$ cat config.mk
export PLATFORM = sky130hd
export DESIGN_NAME = launch_record_stream_validator
export DESIGN_NICKNAME = d
export VERILOG_FILES = /design/src/hdl/lrsv_pkg.sv /design/src/hdl/lrsv_cfg_regs.sv /design/src/hdl/lrsv_in_stage.sv /design/src/hdl/lrsv_parser.sv /design/src/hdl/launch_record_stream_validator.sv
export SDC_FILE = /design/constraint.sdc
export NUM_CORES = 1
export LEC_CHECK = 0
export BUFFER_PORTS_ARGS = -buffer_cell sky130_fd_sc_hd__clkbuf_2
export CAP_MARGIN = 20
export CORE_UTILIZATION = 45
export CTS_CLUSTER_DIAMETER = 80
export DETAILED_ROUTE_END_ITERATION = 6
export GPL_TIMING_DRIVEN = 0
export SLEW_MARGIN = 40
export SYNTH_ARGS = -nofsm -noshare
export SYNTH_HDL_FRONTEND = slang
export SYNTH_SLANG_ARGS = --single-unit
$ cat constraint.sdc
create_clock -name i_clk -period 6.2 [get_ports i_clk]
set_input_delay 1.86 -clock i_clk [delete_from_list [all_inputs] [get_ports i_clk]]
set_output_delay 1.86 -clock i_clk [all_outputs]
set_load 0.1 [all_outputs]
$ cat src/hdl/lrsv_pkg.sv
// ----------------------------------------------------------------------------
// lrsv_pkg
// Shared types and constants of the launch record stream validator.
// ----------------------------------------------------------------------------
package lrsv_pkg;

    localparam int BYTE_W      = 8;
    localparam int WORD_W      = 32;
    localparam int SIZE_W      = 21;
    localparam int COUNT_W     = 13;
    localparam int LEFT_W      = 14;
    localparam int CFG_INDEX_W = 2;
    localparam int CFG_DATA_W  = 21;

    localparam logic [SIZE_W-1:0]  HDR_BYTES        = 21'd24;
    localparam logic [SIZE_W-1:0]  MAX_RECORD_BYTES = 21'd1048576;
    localparam logic [SIZE_W-1:0]  LEN_SAT          = 21'h1FFFFF;
    localparam logic [SIZE_W-1:0]  LEN_PREFIX_BYTES = 21'd4;
    localparam logic [COUNT_W-1:0] MAX_LIST_ENTRIES = 13'd4096;
    localparam logic [COUNT_W-1:0] COUNT_SAT        = 13'h1FFF;
    localparam logic [WORD_W-1:0]  MAGIC_WORD       = 32'h41584c44;
    localparam logic [WORD_W-1:0]  VERSION_WORD     = 32'd1;

    // Configuration register indexes.
    localparam logic [CFG_INDEX_W-1:0] CFG_MAX_BYTES       = 2'd0;
    localparam logic [CFG_INDEX_W-1:0] CFG_MAX_ARGUMENTS   = 2'd1;
    localparam logic [CFG_INDEX_W-1:0] CFG_MAX_ENVIRONMENT = 2'd2;

    typedef enum logic [1:0] {
        ST_OK       = 2'd0,
        ST_LIMITS   = 2'd1,
        ST_EXCEEDED = 2'd2,
        ST_FRAMING  = 2'd3
    } t_status;

    typedef struct packed {
        logic [BYTE_W-1:0] byte_value;
        logic              last_byte;
    } t_in_beat;

    typedef struct packed {
        logic [1:0]         status;
        logic [COUNT_W-1:0] argument_count;
        logic [COUNT_W-1:0] environment_count;
    } t_out_beat;

    // Limits as seen by the parser, with their validity already decided.
    typedef struct packed {
        logic [SIZE_W-1:0]  max_bytes;
        logic [COUNT_W-1:0] max_arguments;
        logic [COUNT_W-1:0] max_environment;
        logic               valid;
    } t_limits;

endpackage

$ cat src/hdl/lrsv_cfg_regs.sv
// ----------------------------------------------------------------------------
// lrsv_cfg_regs
// Limit registers written through the configuration channel, plus the check
// that the programmed limits form a usable set.
// ----------------------------------------------------------------------------
module lrsv_cfg_regs (
    input  logic                               i_clk,
    input  logic                               i_rst_n,
    input  logic                               i_cfg_valid,
    output logic                               o_cfg_ready,
    input  logic [lrsv_pkg::CFG_INDEX_W-1:0]   i_cfg_index,
    input  logic [lrsv_pkg::CFG_DATA_W-1:0]    i_cfg_data,
    output lrsv_pkg::t_limits                  o_limits
);

    logic [lrsv_pkg::SIZE_W-1:0]  r_max_bytes;
    logic [lrsv_pkg::COUNT_W-1:0] r_max_arguments;
    logic [lrsv_pkg::COUNT_W-1:0] r_max_environment;

    assign o_cfg_ready = 1'b1;

    always_ff @(posedge i_clk) begin
        if (!i_rst_n) begin
            r_max_bytes       <= lrsv_pkg::MAX_RECORD_BYTES;
            r_max_arguments   <= lrsv_pkg::MAX_LIST_ENTRIES;
            r_max_environment <= lrsv_pkg::MAX_LIST_ENTRIES;
        end else if (i_cfg_valid) begin
            unique case (i_cfg_index)
                lrsv_pkg::CFG_MAX_BYTES: begin
                    r_max_bytes <= i_cfg_data[lrsv_pkg::SIZE_W-1:0];
                end
                lrsv_pkg::CFG_MAX_ARGUMENTS: begin
                    r_max_arguments <= i_cfg_data[lrsv_pkg::COUNT_W-1:0];
                end
                lrsv_pkg::CFG_MAX_ENVIRONMENT: begin
                    r_max_environment <= i_cfg_data[lrsv_pkg::COUNT_W-1:0];
                end
                default: begin
                end
            endcase
        end
    end

    always_comb begin
        o_limits.max_bytes       = r_max_bytes;
        o_limits.max_arguments   = r_max_arguments;
        o_limits.max_environment = r_max_environment;
        o_limits.valid = (r_max_bytes >= lrsv_pkg::HDR_BYTES) &&
                         (r_max_bytes <= lrsv_pkg::MAX_RECORD_BYTES) &&
                         (r_max_arguments != '0) &&
                         (r_max_arguments <= lrsv_pkg::MAX_LIST_ENTRIES) &&
                         (r_max_environment <= lrsv_pkg::MAX_LIST_ENTRIES);
    end

endmodule

$ cat src/hdl/lrsv_in_stage.sv
// ----------------------------------------------------------------------------
// lrsv_in_stage
// Input register that holds one record byte until the parser takes it.
// ----------------------------------------------------------------------------
module lrsv_in_stage (
    input  logic               i_clk,
    input  logic               i_rst_n,
    input  logic               i_in_valid,
    output logic               o_in_ready,
    input  lrsv_pkg::t_in_beat i_in_beat,
    output logic               o_beat_valid,
    output lrsv_pkg::t_in_beat o_beat,
    input  logic               i_advance
);

    logic               r_valid;
    lrsv_pkg::t_in_beat r_beat;
    logic               accept;

    // The slot is free when empty or when its beat moves on this cycle.
    assign o_in_ready   = !r_valid || i_advance;
    assign accept       = i_in_valid && o_in_ready;
    assign o_beat_valid = r_valid;
    assign o_beat       = r_beat;

    always_ff @(posedge i_clk) begin
        if (!i_rst_n) begin
            r_valid <= 1'b0;
        end else if (accept) begin
            r_valid <= 1'b1;
        end else if (i_advance) begin
            r_valid <= 1'b0;
        end
    end

    always_ff @(posedge i_clk) begin
        if (accept) begin
            r_beat <= i_in_beat;
        end
    end

endmodule

$ cat src/hdl/lrsv_parser.sv
// ----------------------------------------------------------------------------
// lrsv_parser
// Record parser: tracks header and string framing one byte per cycle and loads
// the status beat on the last byte into the result register, once it has room.
// ----------------------------------------------------------------------------
module lrsv_parser (
    input  logic                i_clk,
    input  logic                i_rst_n,
    input  lrsv_pkg::t_limits   i_limits,
    input  logic                i_beat_valid,
    input  lrsv_pkg::t_in_beat  i_beat,
    output logic                o_advance,
    output logic                o_out_valid,
    input  logic                i_out_ready,
    output lrsv_pkg::t_out_beat o_out_beat
);

    typedef enum logic [4:0] {
        PH_HEADER = 5'b00001,
        PH_LENGTH = 5'b00010,
        PH_BODY   = 5'b00100,
        PH_DONE   = 5'b01000,
        PH_SKIP   = 5'b10000
    } t_phase;

    localparam logic [2:0] HW_MAGIC    = 3'd0;
    localparam logic [2:0] HW_VERSION  = 3'd1;
    localparam logic [2:0] HW_SIZE     = 3'd2;
    localparam logic [2:0] HW_ARGS     = 3'd3;
    localparam logic [2:0] HW_ENV      = 3'd4;
    localparam logic [2:0] HW_RESERVED = 3'd5;

    function automatic logic [lrsv_pkg::COUNT_W-1:0] sat_count(
        input logic [lrsv_pkg::WORD_W-1:0] v
    );
        return (|v[lrsv_pkg::WORD_W-1:lrsv_pkg::COUNT_W]) ? lrsv_pkg::COUNT_SAT
                                                          : v[lrsv_pkg::COUNT_W-1:0];
    endfunction

    logic [lrsv_pkg::SIZE_W-1:0]  r_byte_count,   n_byte_count;
    t_phase                       r_phase,        n_phase;
    logic [lrsv_pkg::WORD_W-1:0]  r_word_shift,   n_word_shift;
    logic [lrsv_pkg::WORD_W-1:0]  r_declared_size, n_declared_size;
    logic [lrsv_pkg::COUNT_W-1:0] r_arg_total,    n_arg_total;
    logic [lrsv_pkg::COUNT_W-1:0] r_env_total,    n_env_total;
    logic [lrsv_pkg::LEFT_W-1:0]  r_strings_left, n_strings_left;
    logic [lrsv_pkg::SIZE_W-1:0]  r_str_bytes,    n_str_bytes;
    logic                         r_hdr_err,      n_hdr_err;
    logic                         r_cnt_err,      n_cnt_err;
    logic                         r_str_err,      n_str_err;
    logic                         r_out_valid;
    lrsv_pkg::t_out_beat          r_out_beat,     n_out_beat;

    logic                         fire;
    logic [lrsv_pkg::BYTE_W-1:0]  b;
    logic [lrsv_pkg::WORD_W-1:0]  w;
    logic                         hdr_word_end;
    logic [2:0]                   word_sel;
    logic                         hdr_err_rsv;
    logic                         cnt_err_hdr;
    logic [lrsv_pkg::LEFT_W-1:0]  list_total;
    logic [lrsv_pkg::SIZE_W-1:0]  str_bytes_dec;
    logic [lrsv_pkg::LEFT_W-1:0]  strings_dec;
    logic                         name_string;
    logic                         oversize;
    logic                         hdr_final;
    logic                         str_final;
    lrsv_pkg::t_status            status;

    // A plain byte always moves on; a last byte needs room in the result register.
    assign o_advance = i_beat_valid &&
                       (!i_beat.last_byte || !r_out_valid || i_out_ready);
    assign fire      = o_advance;

    assign b            = i_beat.byte_value;
    assign w            = {b, r_word_shift[lrsv_pkg::WORD_W-1:lrsv_pkg::BYTE_W]};
    assign hdr_word_end = (r_byte_count < lrsv_pkg::HDR_BYTES) && (r_byte_count[1:0] == 2'd3);
    assign word_sel     = r_byte_count[4:2];
    assign hdr_err_rsv  = r_hdr_err || (w != '0);
    assign cnt_err_hdr  = (r_arg_total > i_limits.max_arguments) ||
                          (r_env_total > i_limits.max_environment) ||
                          (r_arg_total > lrsv_pkg::MAX_LIST_ENTRIES) ||
                          (r_env_total > lrsv_pkg::MAX_LIST_ENTRIES);
    assign list_total    = {1'b0, r_arg_total} + {1'b0, r_env_total};
    assign str_bytes_dec = r_str_bytes - 1'b1;
    assign strings_dec   = r_strings_left - 1'b1;
    // The executable and the directory are the two strings ahead of the lists.
    assign name_string   = r_strings_left > list_total;

    always_comb begin
        n_byte_count    = (r_byte_count != lrsv_pkg::LEN_SAT) ? r_byte_count + 1'b1
                                                              : r_byte_count;
        n_phase         = r_phase;
        n_word_shift    = w;
        n_declared_size = r_declared_size;
        n_arg_total     = r_arg_total;
        n_env_total     = r_env_total;
        n_strings_left  = r_strings_left;
        n_str_bytes     = r_str_bytes;
        n_hdr_err       = r_hdr_err;
        n_cnt_err       = r_cnt_err;
        n_str_err       = r_str_err;

        unique case (r_phase)
            PH_HEADER: begin
                if (hdr_word_end) begin
                    unique case (word_sel)
                        HW_MAGIC: begin
                            if (w != lrsv_pkg::MAGIC_WORD) n_hdr_err = 1'b1;
                        end
                        HW_VERSION: begin
                            if (w != lrsv_pkg::VERSION_WORD) n_hdr_err = 1'b1;
                        end
                        HW_SIZE: begin
                            n_declared_size = w;
                        end
                        HW_ARGS: begin
                            n_arg_total = sat_count(w);
                            if (w == '0) n_hdr_err = 1'b1;
                        end
                        HW_ENV: begin
                            n_env_total = sat_count(w);
                        end
                        HW_RESERVED: begin
                            n_hdr_err = hdr_err_rsv;
                            n_cnt_err = cnt_err_hdr;
                            if (hdr_err_rsv || cnt_err_hdr) begin
                                n_phase = PH_SKIP;
                            end else begin
                                n_strings_left = lrsv_pkg::LEFT_W'(2) + list_total;
                                n_phase        = PH_LENGTH;
                                n_str_bytes    = lrsv_pkg::LEN_PREFIX_BYTES;
                            end
                        end
                        default: begin
                        end
                    endcase
                end
            end
            PH_LENGTH: begin
                n_str_bytes = str_bytes_dec;
                if (str_bytes_dec == '0) begin
                    priority if ((w == '0 && name_string) ||
                                 (|w[lrsv_pkg::WORD_W-1:lrsv_pkg::SIZE_W])) begin
                        n_str_err = 1'b1;
                        n_phase   = PH_SKIP;
                    end else if (w == '0) begin
                        n_strings_left = strings_dec;
                        if (strings_dec == '0) begin
                            n_phase = PH_DONE;
                        end else begin
                            n_phase     = PH_LENGTH;
                            n_str_bytes = lrsv_pkg::LEN_PREFIX_BYTES;
                        end
                    end else begin
                        n_phase     = PH_BODY;
                        n_str_bytes = w[lrsv_pkg::SIZE_W-1:0];
                    end
                end
            end
            PH_BODY: begin
                if (b == '0) begin
                    n_str_err = 1'b1;
                    n_phase   = PH_SKIP;
                end else begin
                    n_str_bytes = str_bytes_dec;
                    if (str_bytes_dec == '0) begin
                        n_strings_left = strings_dec;
                        if (strings_dec == '0) begin
                            n_phase = PH_DONE;
                        end else begin
                            n_phase     = PH_LENGTH;
                            n_str_bytes = lrsv_pkg::LEN_PREFIX_BYTES;
                        end
                    end
                end
            end
            PH_DONE: begin
                // Any byte after the last string breaks the framing.
                n_str_err = 1'b1;
                n_phase   = PH_SKIP;
            end
            PH_SKIP: begin
            end
            default: begin
                n_phase = PH_SKIP;
            end
        endcase

        // Final checks use the state as it stands after this byte.
        oversize  = n_byte_count > i_limits.max_bytes;
        hdr_final = n_hdr_err || (n_phase == PH_HEADER) ||
                    (n_declared_size != {{(lrsv_pkg::WORD_W-lrsv_pkg::SIZE_W){1'b0}},
                                         n_byte_count});
        str_final = n_str_err || !((n_phase == PH_DONE) || (n_phase == PH_SKIP));

        priority if (!i_limits.valid) begin
            status = lrsv_pkg::ST_LIMITS;
        end else if (oversize) begin
            status = lrsv_pkg::ST_EXCEEDED;
        end else if (hdr_final) begin
            status = lrsv_pkg::ST_FRAMING;
        end else if (n_cnt_err) begin
            status = lrsv_pkg::ST_EXCEEDED;
        end else if (str_final) begin
            status = lrsv_pkg::ST_FRAMING;
        end else begin
            status = lrsv_pkg::ST_OK;
        end

        n_out_beat.status            = status;
        n_out_beat.argument_count    = (status == lrsv_pkg::ST_OK) ? n_arg_total : '0;
        n_out_beat.environment_count = (status == lrsv_pkg::ST_OK) ? n_env_total : '0;

        // The last byte closes the record and the parser starts over.
        if (i_beat.last_byte) begin
            n_byte_count    = '0;
            n_phase         = PH_HEADER;
            n_word_shift    = '0;
            n_declared_size = '0;
            n_arg_total     = '0;
            n_env_total     = '0;
            n_strings_left  = '0;
            n_str_bytes     = '0;
            n_hdr_err       = 1'b0;
            n_cnt_err       = 1'b0;
            n_str_err       = 1'b0;
        end
    end

    always_ff @(posedge i_clk) begin
        if (!i_rst_n) begin
            r_byte_count    <= '0;
            r_phase         <= PH_HEADER;
            r_word_shift    <= '0;
            r_declared_size <= '0;
            r_arg_total     <= '0;
            r_env_total     <= '0;
            r_strings_left  <= '0;
            r_str_bytes     <= '0;
            r_hdr_err       <= 1'b0;
            r_cnt_err       <= 1'b0;
            r_str_err       <= 1'b0;
            r_out_valid     <= 1'b0;
        end else begin
            if (fire) begin
                r_byte_count    <= n_byte_count;
                r_phase         <= n_phase;
                r_word_shift    <= n_word_shift;
                r_declared_size <= n_declared_size;
                r_arg_total     <= n_arg_total;
                r_env_total     <= n_env_total;
                r_strings_left  <= n_strings_left;
                r_str_bytes     <= n_str_bytes;
                r_hdr_err       <= n_hdr_err;
                r_cnt_err       <= n_cnt_err;
                r_str_err       <= n_str_err;
            end
            if (fire && i_beat.last_byte) begin
                r_out_valid <= 1'b1;
            end else if (i_out_ready) begin
                r_out_valid <= 1'b0;
            end
        end
    end

    always_ff @(posedge i_clk) begin
        if (fire && i_beat.last_byte) begin
            r_out_beat <= n_out_beat;
        end
    end

    assign o_out_valid = r_out_valid;
    assign o_out_beat  = r_out_beat;

    a_clear_after_last: assert property (@(posedge i_clk) disable iff (!i_rst_n)
        (fire && i_beat.last_byte) |=> (r_byte_count == '0 && r_phase == PH_HEADER))
        else $error("parser state not cleared after the last byte");

    a_strings_pending: assert property (@(posedge i_clk) disable iff (!i_rst_n)
        (r_phase == PH_LENGTH || r_phase == PH_BODY) |->
        (r_strings_left != '0 && r_str_bytes != '0))
        else $error("string phase entered with nothing left to read");

    a_ok_counts: assert property (@(posedge i_clk) disable iff (!i_rst_n)
        (r_out_valid && r_out_beat.status == lrsv_pkg::ST_OK) |->
        (r_out_beat.argument_count != '0 &&
         r_out_beat.argument_count <= lrsv_pkg::MAX_LIST_ENTRIES &&
         r_out_beat.environment_count <= lrsv_pkg::MAX_LIST_ENTRIES))
        else $error("ok status with counts out of range");

    a_no_overwrite: assert property (@(posedge i_clk) disable iff (!i_rst_n)
        (r_out_valid && !i_out_ready) |=> $stable(r_out_beat))
        else $error("pending result overwritten");

endmodule

$ cat src/hdl/launch_record_stream_validator.sv
// ----------------------------------------------------------------------------
// launch_record_stream_validator
// Checks a byte-serial launch record against its header and string layout.
// ----------------------------------------------------------------------------
// The block takes one record byte per beat, one beat every clock cycle,
// stalling only when a last byte finds the result register still full.
// Each byte passes an input register and then the parser's counter and
// compare logic. Bytes other than the last produce no result. The last byte
// of a record yields one result beat (status, argument count, environment
// count), loaded into the result register when the parser takes that byte;
// it is held until taken, and the block keeps accepting the next record's
// bytes meanwhile. The user must write limits through the configuration
// channel only while no record is in progress; the block does not enforce it.
module launch_record_stream_validator (
    input  logic                               i_clk,
    input  logic                               i_rst_n,
    input  logic                               i_in_valid,
    output logic                               o_in_ready,
    input  lrsv_pkg::t_in_beat                 i_in_beat,
    output logic                               o_out_valid,
    input  logic                               i_out_ready,
    output lrsv_pkg::t_out_beat                o_out_beat,
    input  logic                               i_cfg_valid,
    output logic                               o_cfg_ready,
    input  logic [lrsv_pkg::CFG_INDEX_W-1:0]   i_cfg_index,
    input  logic [lrsv_pkg::CFG_DATA_W-1:0]    i_cfg_data
);

    lrsv_pkg::t_limits  limits;
    logic               beat_valid;
    lrsv_pkg::t_in_beat beat;
    logic               advance;

    lrsv_cfg_regs u_cfg_regs (
        .i_clk       (i_clk),
        .i_rst_n     (i_rst_n),
        .i_cfg_valid (i_cfg_valid),
        .o_cfg_ready (o_cfg_ready),
        .i_cfg_index (i_cfg_index),
        .i_cfg_data  (i_cfg_data),
        .o_limits    (limits)
    );

    lrsv_in_stage u_in_stage (
        .i_clk        (i_clk),
        .i_rst_n      (i_rst_n),
        .i_in_valid   (i_in_valid),
        .o_in_ready   (o_in_ready),
        .i_in_beat    (i_in_beat),
        .o_beat_valid (beat_valid),
        .o_beat       (beat),
        .i_advance    (advance)
    );

    lrsv_parser u_parser (
        .i_clk        (i_clk),
        .i_rst_n      (i_rst_n),
        .i_limits     (limits),
        .i_beat_valid (beat_valid),
        .i_beat       (beat),
        .o_advance    (advance),
        .o_out_valid  (o_out_valid),
        .i_out_ready  (i_out_ready),
        .o_out_beat   (o_out_beat)
    );

endmodule
==> results.sh <==
export IMPL_outcome="finished clean"
export IMPL_cpMaxStageDelayCell="nor4_1"
export IMPL_min_path_type="reg -> reg"
export IMPL_cts_reportedPaths_clkPinSlew_ns=0.06
export IMPL_async_flop_share=0
export IMPL_pre_cts_slack_ns=0.939
export IMPL_final_max_slew_viol_count=0
export IMPL_r2r_start="u_parser.r_byte_count[8]"
export IMPL_yosysWarnings=0
export IMPL_cts_root_buf="clkbuf_16"
export IMPL_die_w_um=180
export IMPL_hold_buffers=0
export IMPL_clock_fmax_ghz=0.184
export IMPL_row_count=64
export IMPL_hp_start="u_cfg_regs.r_max_bytes[2]"
export IMPL_netlist_area_um2=14300
export IMPL_timing_rr_end="u_parser.o_out_beat[11]"
export IMPL_drt_iter0_markers=1133
export IMPL_antenna_found_initial=0
export IMPL_stdcell_count=2292
export IMPL_drc=0
export IMPL_crit_path_max_fanout=10
export IMPL_yosysSeqAreaShare=0.351
export IMPL_initial_core_util=0.462
export IMPL_layout_nets=1992
export IMPL_crit_family="simple AND/OR/NAND/NOR gates"
export IMPL_io_buffer_count=65
export IMPL_syn_avg_cell_area_um2=8.02
export IMPL_grt_setup_unrepaired="no"
export IMPL_io_pins=68
export IMPL_final_common_cell="nor2_1"
export IMPL_finalPower_uw=3470
export IMPL_cts_tree="built"
export IMPL_min_to="u_cfg_regs.r_max_bytes[2]"
export IMPL_core_um2=30900
export IMPL_syn_instance_count=1781
export IMPL_wl_per_cell_um=20.3
export IMPL_syn_nets=1897
export IMPL_crit_required_ns=6.58
export IMPL_powerDensity_nw_per_um2=216
export IMPL_setup_ws_ns=0.765
export IMPL_postRouteAntennaNets=0
export IMPL_cp_arrival_ns=5.81
export IMPL_fin_hold_ws_ns=0.471
export IMPL_setup_violations=0
export IMPL_path_buf_inv=2
export IMPL_reg2regPathDepth=17
export IMPL_critPathLaunchType="register"
export IMPL_worstSetupPathType="reg -> reg"
export IMPL_skew_ns=0.0194
export IMPL_cts_path_max_buffers=3
export IMPL_grt_pass1_vias=12870
export IMPL_dpl_hpwl_um=34600
export IMPL_slew_headroom=0.426
export IMPL_synth_distinct_cells=84
export IMPL_crit_top_cell="nand4_1"
export IMPL_vias=13695
export IMPL_rrSetupSlack_ns=0.76
export IMPL_syn2layout_area_growth_pct=12.5
export IMPL_path_cells="clkbuf_1 > nand4_1 > nor4_1 > o21ai_0 > nor2_1 > xor2_1 > ha_1 > nand4_1 > nor2_1 > nand4_1 > or3_1 > o211ai_1 > a31oi_1 > a2111oi_2 > o2111ai_4 > buf_6 > a21oi_2"
export IMPL_ys_ff_latch=232
export IMPL_tightest_slew_ns=0.853
export IMPL_max_vdd_ir_drop_v=0.000228
export IMPL_layout_drive_gt1_share=0.0902
export IMPL_post_cts_resized=0
export IMPL_vias_per_cell=5.98
export IMPL_place_inst=2242
export IMPL_grt_max_degree=31
export IMPL_insertion_delay_ns=0.57
export IMPL_setup_tns_ns=0
export IMPL_grtUsageTotal=0.281
export IMPL_htreeDepth=1
export IMPL_fin_crit_sh=0.877
export IMPL_final_cell_mix="nor2_1, dfxtp_1, nand2_1, a21oi_1, clkbuf_1"
export IMPL_cpPeakStageDelay_ns=0.73
export IMPL_cp_startpoint="u_parser.r_byte_count[8]"
export IMPL_dieHeight_um=180
export IMPL_first_pass_iters=5
export IMPL_finalHoldViolCount=0
export IMPL_synth_edff_count=37
export IMPL_die_area_um2=32500
export IMPL_gp_congestion=0.982
export IMPL_p_leak_uw=0.00636
export IMPL_cts_sinks=232
export IMPL_antennaDiodeCount=0
export IMPL_hold_path_depth=2
export IMPL_drv_cap=0
export IMPL_min_period_ns=5.44
export IMPL_gr_total_overflow=0
export IMPL_cts_buffers=28
export IMPL_ys_flop_type="dfxtp_1"
export IMPL_wl_um=46500
export IMPL_grt_pass1_wl_um=72500
export IMPL_end_kind="register"
export IMPL_post_cts_buffers=0
==> sequential cells by signal, summed over array words and instances, names as in the netlist <==
register and count:
u_parser.r_phase 5, u_in_stage.o_beat 9, u_parser.o_out_valid 1, u_in_stage.o_beat_valid 1
u_parser.r_hdr_err 1, u_parser.r_str_err 1, u_parser.r_word_shift 24, u_cfg_regs.r_max_environment 13
u_cfg_regs.r_max_arguments 13, u_parser.r_byte_count 21, u_cfg_regs.r_max_bytes 21, u_parser.r_env_total 13
u_parser.r_cnt_err 1, u_parser.o_out_beat 28, u_parser.r_strings_left 14, u_parser.r_arg_total 13
u_parser.r_str_bytes 21, u_parser.r_declared_size 32
==> layer usage <==
layer / GRT usage / vias up / wire [µm]
met1: 0.391 / 6485 / 21400
met5: 0 / - / 0
met3: 0.0321 / 108 / 2690
met4: 0.106 / 0 / 1850
li1: - / 6630 / -
met2: 0.447 / 472 / 20600
==> synthesized netlist by cell type, types with 10 or more instances <==
| master | count | area (µm²) |
|---|---|---|
| nor2_1 | 216 | 811 |
| dfxtp_1 | 195 | 3900 |
| nand2_1 | 193 | 724 |
| a21oi_1 | 169 | 846 |
| clkbuf_1 | 90 | 338 |
| inv_1 | 79 | 297 |
| ha_1 | 78 | 976 |
| a22oi_1 | 67 | 503 |
| nor4_1 | 55 | 344 |
| o21ai_0 | 52 | 260 |
| xnor2_1 | 47 | 412 |
| nand3_1 | 40 | 200 |
| edfxtp_1 | 37 | 1110 |
| nand3b_1 | 29 | 218 |
| nor3_1 | 27 | 135 |
| mux2i_1 | 24 | 240 |
| nand4_1 | 24 | 150 |
| xor2_1 | 24 | 210 |
| or3_1 | 22 | 138 |
| nand2b_1 | 20 | 125 |
| and3_1 | 17 | 106 |
| o21a_1 | 17 | 128 |
| or4_1 | 17 | 128 |
| o211ai_1 | 16 | 120 |
| a211oi_1 | 15 | 113 |
| o31ai_1 | 14 | 105 |
| a211o_1 | 13 | 114 |
| nor2b_1 | 11 | 68.8 |
| nor3b_1 | 11 | 82.6 |
| a21o_1 | 10 | 75.1 |
==> cell type report <==
class / count / area [µm²]
clock inverter: 16 / 211
tap: 396 / 495
fill: 3038 / 14800
sequential: 232 / 5010
timing repair buffer: 65 / 325
multi-input combinational: 1360 / 8530
inverter: 80 / 300
buffer: 109 / 479
clock buffer: 34 / 723
==> where the power goes <==
part	leakage [µW]	switching [µW]	internal, µW	total, µW
logic	0.00394	149	64.8	214
registers	0.00197	19.8	1550	1570
clock network	0.000449	690	998	1690
total	0.00636	858	2610	3470
==> worst max-delay path by stage <==
stage	cells after the start	to	slack, ns
6_report	17	u_parser.o_out_beat[11]	0.76
3_3_place_gp	17	u_parser.o_out_beat[15]	0.42
4_1_cts	17	u_parser.o_out_beat[11]	0.86
5_1_grt	17	u_parser.o_out_beat[12]	0.41
2_1_floorplan	2	o_in_ready	1.50
3_5_place_dp	18	u_parser.o_out_beat[11]	0.94
==> cell families after synthesis <==
kind of cell / synth area share
buf+inv: 0.0544
simple gates: 0.256
fa+ha+maj: 0.0697
compound gates: 0.206
flops: 0.351
other cells: 0.000262
xor+xnor: 0.0435
mux: 0.0192
==> worst min-delay path, cell delays in order, from the launching register on <==
cell     delay [ns]
dfxtp_1        0.31
nand2_1        0.05
a21oi_1        0.06
==> per-stage QoR <==
stage           util  cell area [µm²]
4_1_cts        0.520            16100
2_1_floorplan      -            14300
5_1_grt        0.520            16100
3_3_place_gp   0.489            15100
3_5_place_dp   0.490            15100
6_report       0.520            16100
Note: power is estimated with default switching activity, not from simulation.
